<file path="config.mk">
export PLATFORM = sky130hd
export DESIGN_NAME = stable_priority_order_queue_core
export DESIGN_NICKNAME = d
export VERILOG_FILES = /design/src/hw/rtl/spoq_pkg.sv /design/src/hw/rtl/spoq_cell.sv /design/src/hw/rtl/stable_priority_order_queue_core.sv
export SDC_FILE = /design/constraint.sdc
export NUM_CORES = 1
export LEC_CHECK = 0
export BUFFER_PORTS_ARGS = -buffer_cell sky130_fd_sc_hd__buf_2
export CAP_MARGIN = 25
export CORE_UTILIZATION = 51
export DETAILED_ROUTE_END_ITERATION = 16
export PLACE_DENSITY = 0.67
export SYNTH_ARGS = -nofsm -noshare
export SYNTH_HDL_FRONTEND = slang
export SYNTH_SLANG_ARGS = --single-unit
</file>
<file path="constraint.sdc">
create_clock -name i_clk -period 4.5 [get_ports i_clk]
set_clock_uncertainty 0.1 [all_clocks]
set_input_delay 1.35 -clock i_clk [delete_from_list [all_inputs] [get_ports i_clk]]
set_output_delay 1.35 -clock i_clk [all_outputs]
set_load 0.01 [all_outputs]
</file>
<file path="src/hw/rtl/spoq_pkg.sv">
// Shared constants, codes and types of the stable priority order queue.
`timescale 1ns / 1ps
`default_nettype none
package spoq_pkg;

    localparam int DEPTH  = 16;
    localparam int IDX_W  = $clog2(DEPTH);
    localparam int CNT_W  = $clog2(DEPTH + 1);
    localparam int PRI_W  = 8;
    localparam int TAG_W  = 16;
    localparam int OP_W   = 2;
    localparam int STAT_W = 2;

    localparam logic [OP_W-1:0] OP_INSERT = 2'd0;
    localparam logic [OP_W-1:0] OP_FINISH = 2'd1;
    localparam logic [OP_W-1:0] OP_MOVE   = 2'd2;
    localparam logic [OP_W-1:0] OP_READ   = 2'd3;

    localparam logic [STAT_W-1:0] STAT_OK        = 2'd0;
    localparam logic [STAT_W-1:0] STAT_FULL      = 2'd1;
    localparam logic [STAT_W-1:0] STAT_NOT_FOUND = 2'd2;
    localparam logic [STAT_W-1:0] STAT_BAD_POS   = 2'd3;

    // Broadcast to every cell: shift window [lo, hi] and an optional write at put_pos.
    typedef struct packed {
        logic             shift_en;
        logic             take_right;
        logic [IDX_W-1:0] lo;
        logic [IDX_W-1:0] hi;
        logic             put_en;
        logic [IDX_W-1:0] put_pos;
        logic [PRI_W-1:0] put_pri;
        logic [TAG_W-1:0] put_tag;
    } t_cell_ctrl;

endpackage
`default_nettype wire

</file>
<file path="src/hw/rtl/spoq_cell.sv">
// One list slot: holds an entry, compares it with the request, shifts to or from neighbors.
`timescale 1ns / 1ps
`default_nettype none
module spoq_cell import spoq_pkg::*; (
    input  wire logic             i_clk,
    input  wire logic [IDX_W-1:0] i_index,
    input  wire logic             i_apply,
    input  wire t_cell_ctrl       i_ctrl,
    input  wire logic [PRI_W-1:0] i_left_pri,
    input  wire logic [TAG_W-1:0] i_left_tag,
    input  wire logic [PRI_W-1:0] i_right_pri,
    input  wire logic [TAG_W-1:0] i_right_tag,
    input  wire logic [PRI_W-1:0] i_req_pri,
    input  wire logic [TAG_W-1:0] i_req_tag,
    output logic      [PRI_W-1:0] o_pri,
    output logic      [TAG_W-1:0] o_tag,
    output logic                  o_ge,
    output logic                  o_match
);

    logic [PRI_W-1:0] r_pri;
    logic [TAG_W-1:0] r_tag;
    logic [PRI_W-1:0] n_pri;
    logic [TAG_W-1:0] n_tag;
    logic             w_in_win;

    assign w_in_win = (i_index >= i_ctrl.lo) && (i_index <= i_ctrl.hi);

    always_comb begin
        n_pri = r_pri;
        n_tag = r_tag;
        if (i_ctrl.put_en && (i_index == i_ctrl.put_pos)) begin
            n_pri = i_ctrl.put_pri;
            n_tag = i_ctrl.put_tag;
        end else if (i_ctrl.shift_en && w_in_win) begin
            if (i_ctrl.take_right) begin
                n_pri = i_right_pri;
                n_tag = i_right_tag;
            end else begin
                n_pri = i_left_pri;
                n_tag = i_left_tag;
            end
        end
    end

    always_ff @(posedge i_clk) begin
        if (i_apply) begin
            r_pri <= n_pri;
            r_tag <= n_tag;
        end
    end

    assign o_pri   = r_pri;
    assign o_tag   = r_tag;
    assign o_ge    = (r_pri >= i_req_pri);
    assign o_match = (r_tag == i_req_tag);

endmodule
`default_nettype wire

</file>
<file path="src/hw/rtl/stable_priority_order_queue_core.sv">
// Top level: chain of list cells and the three-step command sequencer.
//
//  channel   signals                                          direction
//  command   start, i_opcode, i_priority_req, i_tag,          in
//            i_from_pos, i_to_pos (busy is out)
//  result    o_valid, o_status, o_count, o_position,          out
//            o_entry_priority, o_entry_tag
//
// Each item is handled in steps: compare in every cell at accept, resolve position
// and status from the registered flags, then shift the cell chain.
// The result strobe o_valid is high in the shift cycle; busy falls with it.
// Reset clears the entry count and the sequencer; cell contents stay as they are.
// The receiver cannot stall; results are never held back.
`timescale 1ns / 1ps
`default_nettype none
module stable_priority_order_queue_core import spoq_pkg::*; (
    input  wire logic              i_clk,
    input  wire logic              i_rst_n,
    input  wire logic              start,
    output logic                   busy,
    input  wire logic [OP_W-1:0]   i_opcode,
    input  wire logic [PRI_W-1:0]  i_priority_req,
    input  wire logic [TAG_W-1:0]  i_tag,
    input  wire logic [IDX_W-1:0]  i_from_pos,
    input  wire logic [IDX_W-1:0]  i_to_pos,
    output logic                   o_valid,
    output logic      [STAT_W-1:0] o_status,
    output logic      [CNT_W-1:0]  o_count,
    output logic      [IDX_W-1:0]  o_position,
    output logic      [PRI_W-1:0]  o_entry_priority,
    output logic      [TAG_W-1:0]  o_entry_tag
);

    typedef enum logic [1:0] {
        ST_IDLE,
        ST_CALC,
        ST_APPLY
    } t_state;

    t_state             r_state;
    logic [OP_W-1:0]    r_op;
    logic [PRI_W-1:0]   r_pri;
    logic [TAG_W-1:0]   r_tag;
    logic [IDX_W-1:0]   r_from;
    logic [IDX_W-1:0]   r_to;
    logic [DEPTH-1:0]   r_ge;
    logic [DEPTH-1:0]   r_match;
    logic [CNT_W-1:0]   r_count;
    t_cell_ctrl         r_ctrl;
    logic               r_valid;
    logic [STAT_W-1:0]  r_status;
    logic [IDX_W-1:0]   r_position;
    logic [PRI_W-1:0]   r_entry_pri;
    logic [TAG_W-1:0]   r_entry_tag;

    t_cell_ctrl         n_ctrl;
    logic [CNT_W-1:0]   n_count;
    logic [STAT_W-1:0]  n_status;
    logic [IDX_W-1:0]   n_position;
    logic [PRI_W-1:0]   n_entry_pri;
    logic [TAG_W-1:0]   n_entry_tag;

    logic [PRI_W-1:0]   w_pri   [DEPTH];
    logic [TAG_W-1:0]   w_tag   [DEPTH];
    logic [DEPTH-1:0]   w_ge;
    logic [DEPTH-1:0]   w_match;
    logic [DEPTH-1:0]   w_live;
    logic               w_accept;
    logic               w_apply;
    logic [CNT_W-1:0]   w_ins_cnt;
    logic [IDX_W-1:0]   w_hit_pos;
    logic               w_found;
    logic               w_from_ok;
    logic               w_to_ok;
    logic [PRI_W-1:0]   w_sel_pri;
    logic [TAG_W-1:0]   w_sel_tag;

    assign w_accept = start && (r_state == ST_IDLE);
    assign w_apply  = (r_state == ST_APPLY);
    assign busy     = (r_state != ST_IDLE);

    genvar g;
    generate
        for (g = 0; g < DEPTH; g++) begin : g_cell
            logic [PRI_W-1:0] w_lp;
            logic [TAG_W-1:0] w_lt;
            logic [PRI_W-1:0] w_rp;
            logic [TAG_W-1:0] w_rt;
            if (g == 0) begin : g_first
                assign w_lp = '0;
                assign w_lt = '0;
            end else begin : g_mid_l
                assign w_lp = w_pri[g-1];
                assign w_lt = w_tag[g-1];
            end
            if (g == DEPTH - 1) begin : g_last
                assign w_rp = '0;
                assign w_rt = '0;
            end else begin : g_mid_r
                assign w_rp = w_pri[g+1];
                assign w_rt = w_tag[g+1];
            end
            spoq_cell u_cell (
                .i_clk       (i_clk),
                .i_index     (IDX_W'(g)),
                .i_apply     (w_apply),
                .i_ctrl      (r_ctrl),
                .i_left_pri  (w_lp),
                .i_left_tag  (w_lt),
                .i_right_pri (w_rp),
                .i_right_tag (w_rt),
                .i_req_pri   (i_priority_req),
                .i_req_tag   (i_tag),
                .o_pri       (w_pri[g]),
                .o_tag       (w_tag[g]),
                .o_ge        (w_ge[g]),
                .o_match     (w_match[g])
            );
            assign w_live[g] = (CNT_W'(g) < r_count);
        end
    endgenerate

    // position resolve from registered flags
    always_comb begin
        w_ins_cnt = '0;
        w_hit_pos = '0;
        for (int i = 0; i < DEPTH; i++) begin
            w_ins_cnt = w_ins_cnt + CNT_W'(r_ge[i]);
        end
        for (int i = DEPTH - 1; i >= 0; i--) begin
            if (r_match[i]) begin
                w_hit_pos = IDX_W'(i);
            end
        end
    end

    assign w_found   = |r_match;
    assign w_from_ok = ({1'b0, r_from} < r_count);
    assign w_to_ok   = ({1'b0, r_to} < r_count);
    assign w_sel_pri = w_pri[r_from];
    assign w_sel_tag = w_tag[r_from];

    always_comb begin
        n_ctrl      = '0;
        n_count     = r_count;
        n_status    = STAT_OK;
        n_position  = '0;
        n_entry_pri = '0;
        n_entry_tag = '0;
        case (r_op)
            OP_INSERT: begin
                if (r_count == CNT_W'(DEPTH)) begin
                    n_status = STAT_FULL;
                end else begin
                    n_position       = w_ins_cnt[IDX_W-1:0];
                    n_ctrl.shift_en  = 1'b1;
                    n_ctrl.lo        = w_ins_cnt[IDX_W-1:0];
                    n_ctrl.hi        = IDX_W'(DEPTH - 1);
                    n_ctrl.put_en    = 1'b1;
                    n_ctrl.put_pos   = w_ins_cnt[IDX_W-1:0];
                    n_ctrl.put_pri   = r_pri;
                    n_ctrl.put_tag   = r_tag;
                    n_count          = r_count + CNT_W'(1);
                end
            end
            OP_FINISH: begin
                if (!w_found) begin
                    n_status = STAT_NOT_FOUND;
                end else begin
                    n_position        = w_hit_pos;
                    n_ctrl.shift_en   = 1'b1;
                    n_ctrl.take_right = 1'b1;
                    n_ctrl.lo         = w_hit_pos;
                    n_ctrl.hi         = IDX_W'(DEPTH - 1);
                    n_count           = r_count - CNT_W'(1);
                end
            end
            OP_MOVE: begin
                if (!w_from_ok || !w_to_ok) begin
                    n_status = STAT_BAD_POS;
                end else begin
                    n_position        = r_to;
                    n_ctrl.shift_en   = 1'b1;
                    n_ctrl.take_right = (r_from < r_to);
                    n_ctrl.lo         = (r_from < r_to) ? r_from : r_to;
                    n_ctrl.hi         = (r_from < r_to) ? r_to : r_from;
                    n_ctrl.put_en     = 1'b1;
                    n_ctrl.put_pos    = r_to;
                    n_ctrl.put_pri    = w_sel_pri;
                    n_ctrl.put_tag    = w_sel_tag;
                end
            end
            OP_READ: begin
                if (!w_from_ok) begin
                    n_status = STAT_BAD_POS;
                end else begin
                    n_position  = r_from;
                    n_entry_pri = w_sel_pri;
                    n_entry_tag = w_sel_tag;
                end
            end
            default: begin
                n_status = STAT_OK;
            end
        endcase
    end

    always_ff @(posedge i_clk) begin
        if (!i_rst_n) begin
            r_state <= ST_IDLE;
            r_count <= '0;
            r_valid <= 1'b0;
            r_ctrl  <= '0;
        end else begin
            r_valid <= 1'b0;
            case (r_state)
                ST_IDLE: begin
                    if (w_accept) begin
                        r_op    <= i_opcode;
                        r_pri   <= i_priority_req;
                        r_tag   <= i_tag;
                        r_from  <= i_from_pos;
                        r_to    <= i_to_pos;
                        r_ge    <= w_ge & w_live;
                        r_match <= w_match & w_live;
                        r_state <= ST_CALC;
                    end
                end
                ST_CALC: begin
                    r_ctrl      <= n_ctrl;
                    r_count     <= n_count;
                    r_status    <= n_status;
                    r_position  <= n_position;
                    r_entry_pri <= n_entry_pri;
                    r_entry_tag <= n_entry_tag;
                    r_valid     <= 1'b1;
                    r_state     <= ST_APPLY;
                end
                ST_APPLY: begin
                    r_ctrl  <= '0;
                    r_state <= ST_IDLE;
                end
                default: begin
                    r_state <= ST_IDLE;
                end
            endcase
        end
    end

    assign o_valid          = r_valid;
    assign o_status         = r_status;
    assign o_count          = r_count;
    assign o_position       = r_position;
    assign o_entry_priority = r_entry_pri;
    assign o_entry_tag      = r_entry_tag;

endmodule
`default_nettype wire

</file>
* Word-level counts from Yosys, hierarchy flattened *
Cells that the tools add are included.

cells by class
  add/sub/neg operators = 17
  $lt $le $gt $ge = 68
  eq/ne operators = 40
  mux-type cells = 145
  bitwise logic cells = 3
  reduce and logical (&&, ||, !) cells = 95

operators with widths
  kind                  number
  $mux W16              50
  $mux W8               50
  $eq A16 B16 Y1        16
  $ge A8 B8 Y1          16
  $mux W4               22
  $pmux W39 S2          1
  $bmux W16 S4          1
  $pmux W29 S2          1
  $logic_and A1 B1 Y1   49
  $add A4 B1 Y4         12
  $lt A4 B5 Y1 const A  8
  $mux W39              1
  $reduce_bool A2 Y1    19
  $mux W37              1
  $reduce_and A2 Y1     18
  $and A16 B16 Y16      2
  $bmux W8 S4           1
  $eq A4 B4 Y1 const A  8
  $ge A4 B4 Y1 const A  8
  $le A4 B4 Y1 const A  8
  $pmux W8 S3           1
  $lt A3 B5 Y1 const A  4
  $eq A3 B4 Y1 const A  4
  $ge A3 B4 Y1 const A  4
  other kinds (39)      63

storage, ports and cells
  register bits after elaboration = 527
  input bits = 37
  output and inout bits = 37
  logic and storage cells = 422

* Logic depth before layout (Yosys ltp) *
  depth after elaboration = 19
  mapped depth = 14
  depth with buffers taken out = 14

* By module *
A second synthesis with hierarchy kept.

second synthesis, totals
  cell total of the unflattened synthesis = 3,738
  area, all modules = 39,185.1 um^2

modules (own cells, without submodules)
  module                             instances  cells an instance  area each (um^2)  sequential area each (um^2)
  spoq_cell at g_cell[0].u_cell ...  14         187                1,834.3           720.7
  stable_priority_order_queue_core   1          808                9,671.8           3,823.7
  spoq_cell at g_cell[8].u_cell ...  2          156                1,916.8           720.7

* Worst setup path before layout *
Ideal clock, no wire load.

  kind = flip-flop to flip-flop
  from = reg r_ge[0]
  to = reg r_position[2], in the netlist o_position[2] (data pin)
  library setup time = 0.276 ns
  arrival time = 3.414 ns
  data required time = 4.124 ns
  setup slack = 0.710 ns
  stages on the path, launching flop included = 15
  buffers on the path = 0
  clock period less this slack = 3.790 ns
  path through = edfxtp_1 > inv_1 > fa_1 > fa_1 > fa_1 > fa_1 > inv_1 > ha_1 > inv_1 > fa_1 > xnor2_1 > nand3_1 > o21ai_0 > a31oi_1 > a22oi_1

between the ends
  cells in the longest elaborated chain, start to end = 17

ends and longest elaborated chain
  what                          line                                     source
  start, declared               stable_priority_order_queue_core.sv:46   logic [DEPTH-1:0] r_ge;
  start signal, assigned        stable_priority_order_queue_core.sv:224  r_ge <= w_ge & w_live;
  $add A1 B1 Y2                 stable_priority_order_queue_core.sv:128  w_ins_cnt = w_ins_cnt + CNT_W'(r_ge[i]);
  $add A2 B1 Y3                 stable_priority_order_queue_core.sv:128
  $add A3 B1 Y4                 stable_priority_order_queue_core.sv:128
  $add A4 B1 Y4 (12 in series)  stable_priority_order_queue_core.sv:128
  $mux W4                       stable_priority_order_queue_core.sv:152  if (r_count == CNT_W'(DEPTH)) begin
  $pmux W4 S4                   stable_priority_order_queue_core.sv:150  case (r_op)
  named net n_position[2]       stable_priority_order_queue_core.sv:59   logic [IDX_W-1:0] n_position;
  end signal, assigned          stable_priority_order_queue_core.sv:233  r_position <= n_position;
  end, declared                 stable_priority_order_queue_core.sv:52   logic [IDX_W-1:0] r_position;

The timed path passes the listed nets, and every way through them passes these cells.
A chain may end at the register's enable or synchronous reset.

* Final worst setup path *
Same ends and word-level chain as after synthesis.

==> flow_summary.yaml <==
status:
  status: "complete, no violations"
placed_design:
  gp_congestion: 0.965
  hpwl_um: 81600
  place_ws_ns: 0.437
  portBuffers: 73
  dp_cells: 3931
floorplan:
  dieArea_sq_um: 68400
  rows: 94
  core_sq_um: 66200
  die_w_um: 262
  die_h_um: 262
  initial_core_util: 0.519
  ios: 74
timing:
  finalSetupViolCount: 0
  fin_crit_ns: 4.09
  hold_viol_final: 0
  hold_slack_ns: 0.378
  tightest_slew_ns: 1.14
  slew_headroom: 0.236
  rsz0062_at_grt: "no"
  post-route-period-util: 0.909
  setup_tns_ns: 0
  fmax_ghz: 0.244
  drv_slew: 0
  layout_setup_ws_ns: 0.407
critical_path:
  r2r_start: "r_ge[0]"
  cp_max_fo: 2
  critPathCaptureType: "flip-flop"
  reg2reg_depth: 14
  cp.arrival_ns: 4.35
  ff2ff_setup_slack_ns: 0.41
  crit_path_end: "o_position[2]"
  cp-start-kind: "flip-flop"
  critPathLaunch: "r_ge[0]"
  reg2reg_to: "o_position[2]"
  crit_type: "reg -> reg"
  crit_required_ns: 4.76
clocking:
  cts_resized: 0
  root_buffer: "clkbuf_16"
  clock-sinks: 527
  path_clk_slew_ns: 0.06
  numCtsBuffers: 59
  clock_latency_ns: 0.66
  hold_buffers: 0
  post-cts-setup-buffers: 0
  tritoncts: "built"
  clk_path_buf_depth: 3
  cts_max_level: 2
global_route:
  grt_usage: 0.344
  globalRouteOverflowTotal: 0
  grt_pass1_wl_um: 173000
  grt_pass1_vias: 26100
  grt_max_degree: 101
  antenna_found_initial: 4
route:
  drt-vias-per-instance: 6.59
  wl_met1_um: 45100
  drc: 0
  routed-via-count: 26600
  ant_nets: 0
  drtIter0Drc: 3449
  routed_wl_um: 118000
  drt_pass1_iterations: 6
  wl_per_cell_um: 29.2
  wl_met2_um: 54900
  met3_length_um: 10900
  top_layer_used: "met5"
synthesis:
  postSynthAreaPerCell_sq_um: 10.8
  synth_top_cell_area_share: 0.420
  ys_seq_area_frac: 0.447
  ys_async_sr_fraction: 0
  syn_area_sq_um: 34400
  yosys_most_used_dff: "edfxtp_1"
  yosysTopAreaCell: "edfxtp_1"
  synth_seq_cells: 527
  synth_cells: 3181
  synth-edff-count: 480
  synthTopCellsByArea: "edfxtp_1, mux2i_1, mux4_2, ha_1, o21ai_0"
  yosys_warnings: 0
  synth.distinct_cells: 67
  synthesis.nets: 3382
cells_and_area:
  final_common_cell: "edfxtp_1"
  final_cell_mix: "edfxtp_1, mux2i_1, nand2_1"
  synthToLayoutAreaGrowth_pct: 9.16
  layout.nets: 3330
  final_cells: 4039
  drive_gt1_frac: 0.119
power:
  p_leak_uw: 0.0125
  power_density_nw_per_um2: 307
  max-vdd-ir-drop_uv: 351
flow_run:
  maxCapViolations: 0
worst_hold_path:
  hp-class: "reg -> reg"
  worstHoldPathCells: 2
==> where the power goes <==
part / internal, uW / switching (uW)
clock network: 2810 / 2090
registers: 5360 / 82.2
logic: 452 / 734
total: 8620 / 2910
==> how the worst min path moves through the flow <==
| stage | start | to | slack [ns] |
|---|---|---|---|
| after floorplan | r_tag[0] | r_ctrl[0] | 0.35 |
| after global placement | r_tag[3] | r_ctrl[3] | 0.35 |
| after detailed placement | r_pri[4] | r_ctrl[20] | 0.36 |
| after CTS | r_pri[4] | r_ctrl[20] | 0.38 |
| after global routing | r_tag[14] | r_ctrl[14] | 0.40 |
| final | r_pri[4] | r_ctrl[20] | 0.38 |
==> routing by layer <==
metal	vias to the layer above	track usage
met5	-	0
met2	1555	0.558
li1	11700	-
met4	8	0.186
met3	363	0.0683
met1	13000	0.434
==> critical path, stage by stage (launching register included) <==
cell,delay (ns)
edfxtp_1,0.32
inv_1,0.05
fa_1,0.58
fa_1,0.45
fa_1,0.54
fa_1,0.42
inv_1,0.07
ha_1,0.16
inv_1,0.06
fa_1,0.38
xnor2_1,0.16
nand3_1,0.12
o21ai_0,0.14
a31oi_1,0.19
a22oi_1,0.09
==> through the flow <==
step	util	power (uW)	instance area (sq um)
3_5_place_dp	0.537	6700	35600
2_1_floorplan	-	6290	34400
3_3_place_gp	0.537	6670	35600
4_1_cts	0.566	11500	37500
6_report	0.566	11500	37500
5_1_grt	0.566	11800	37500
==> synth_stat cells, types with 25 or more instances <==
library cell	count
mux4_2	96
clkbuf_1	189
nand2_1	327
buf_2	47
nor4_1	49
inv_1	74
a221oi_1	26
o21ai_0	290
nand2b_1	42
dfxtp_1	47
a211oi_1	34
a22oi_1	26
nand4_1	35
a21o_1	33
xor2_1	161
edfxtp_1	480
mux2i_1	339
xnor2_1	99
buf_1	25
nor2_1	189
a21oi_1	147
o21ai_1	42
ha_1	154
==> cell families (layout without fill, tap and decap cells) <==
kind of cell	after synthesis	in the layout	synth area share
fa+ha+maj	164	164	0.0619
compound gates	721	721	0.127
xor+xnor	260	260	0.0663
simple gates	732	732	0.0958
flops	527	527	0.447
buf+inv	342	333	0.0402
other cells	0	3	0
mux	435	435	0.162
==> final cells by class <==
type / count / area [sq um]
Fill cell: 5475 / 28700
Clock inverter: 22 / 250
Tap cell: 864 / 1080
Timing Repair Buffer: 155 / 1110
Antenna cell: 3 / 7.51
Inverter: 74 / 278
Sequential cell: 527 / 15400
Clock buffer: 82 / 1640
Multi-Input combinational cell: 2312 / 17800
==> sequential cells by signal, indices dropped and copies added (netlist names) <==
| signal | count |
|---|---|
| g_cell.u_cell.o_tag | 256 |
| g_cell.u_cell.o_pri | 128 |
| r_ctrl | 39 |
| o_entry_tag | 16 |
| r_ge | 16 |
| r_match | 16 |
| r_tag | 16 |
| o_entry_priority | 8 |
| r_pri | 8 |
| o_count | 5 |
| o_position | 4 |
| r_from | 4 |
| r_to | 4 |
| o_status | 2 |
| r_op | 2 |
| r_state | 2 |
| o_valid | 1 |
No activity file was read; power rests on OpenSTA's default activity.
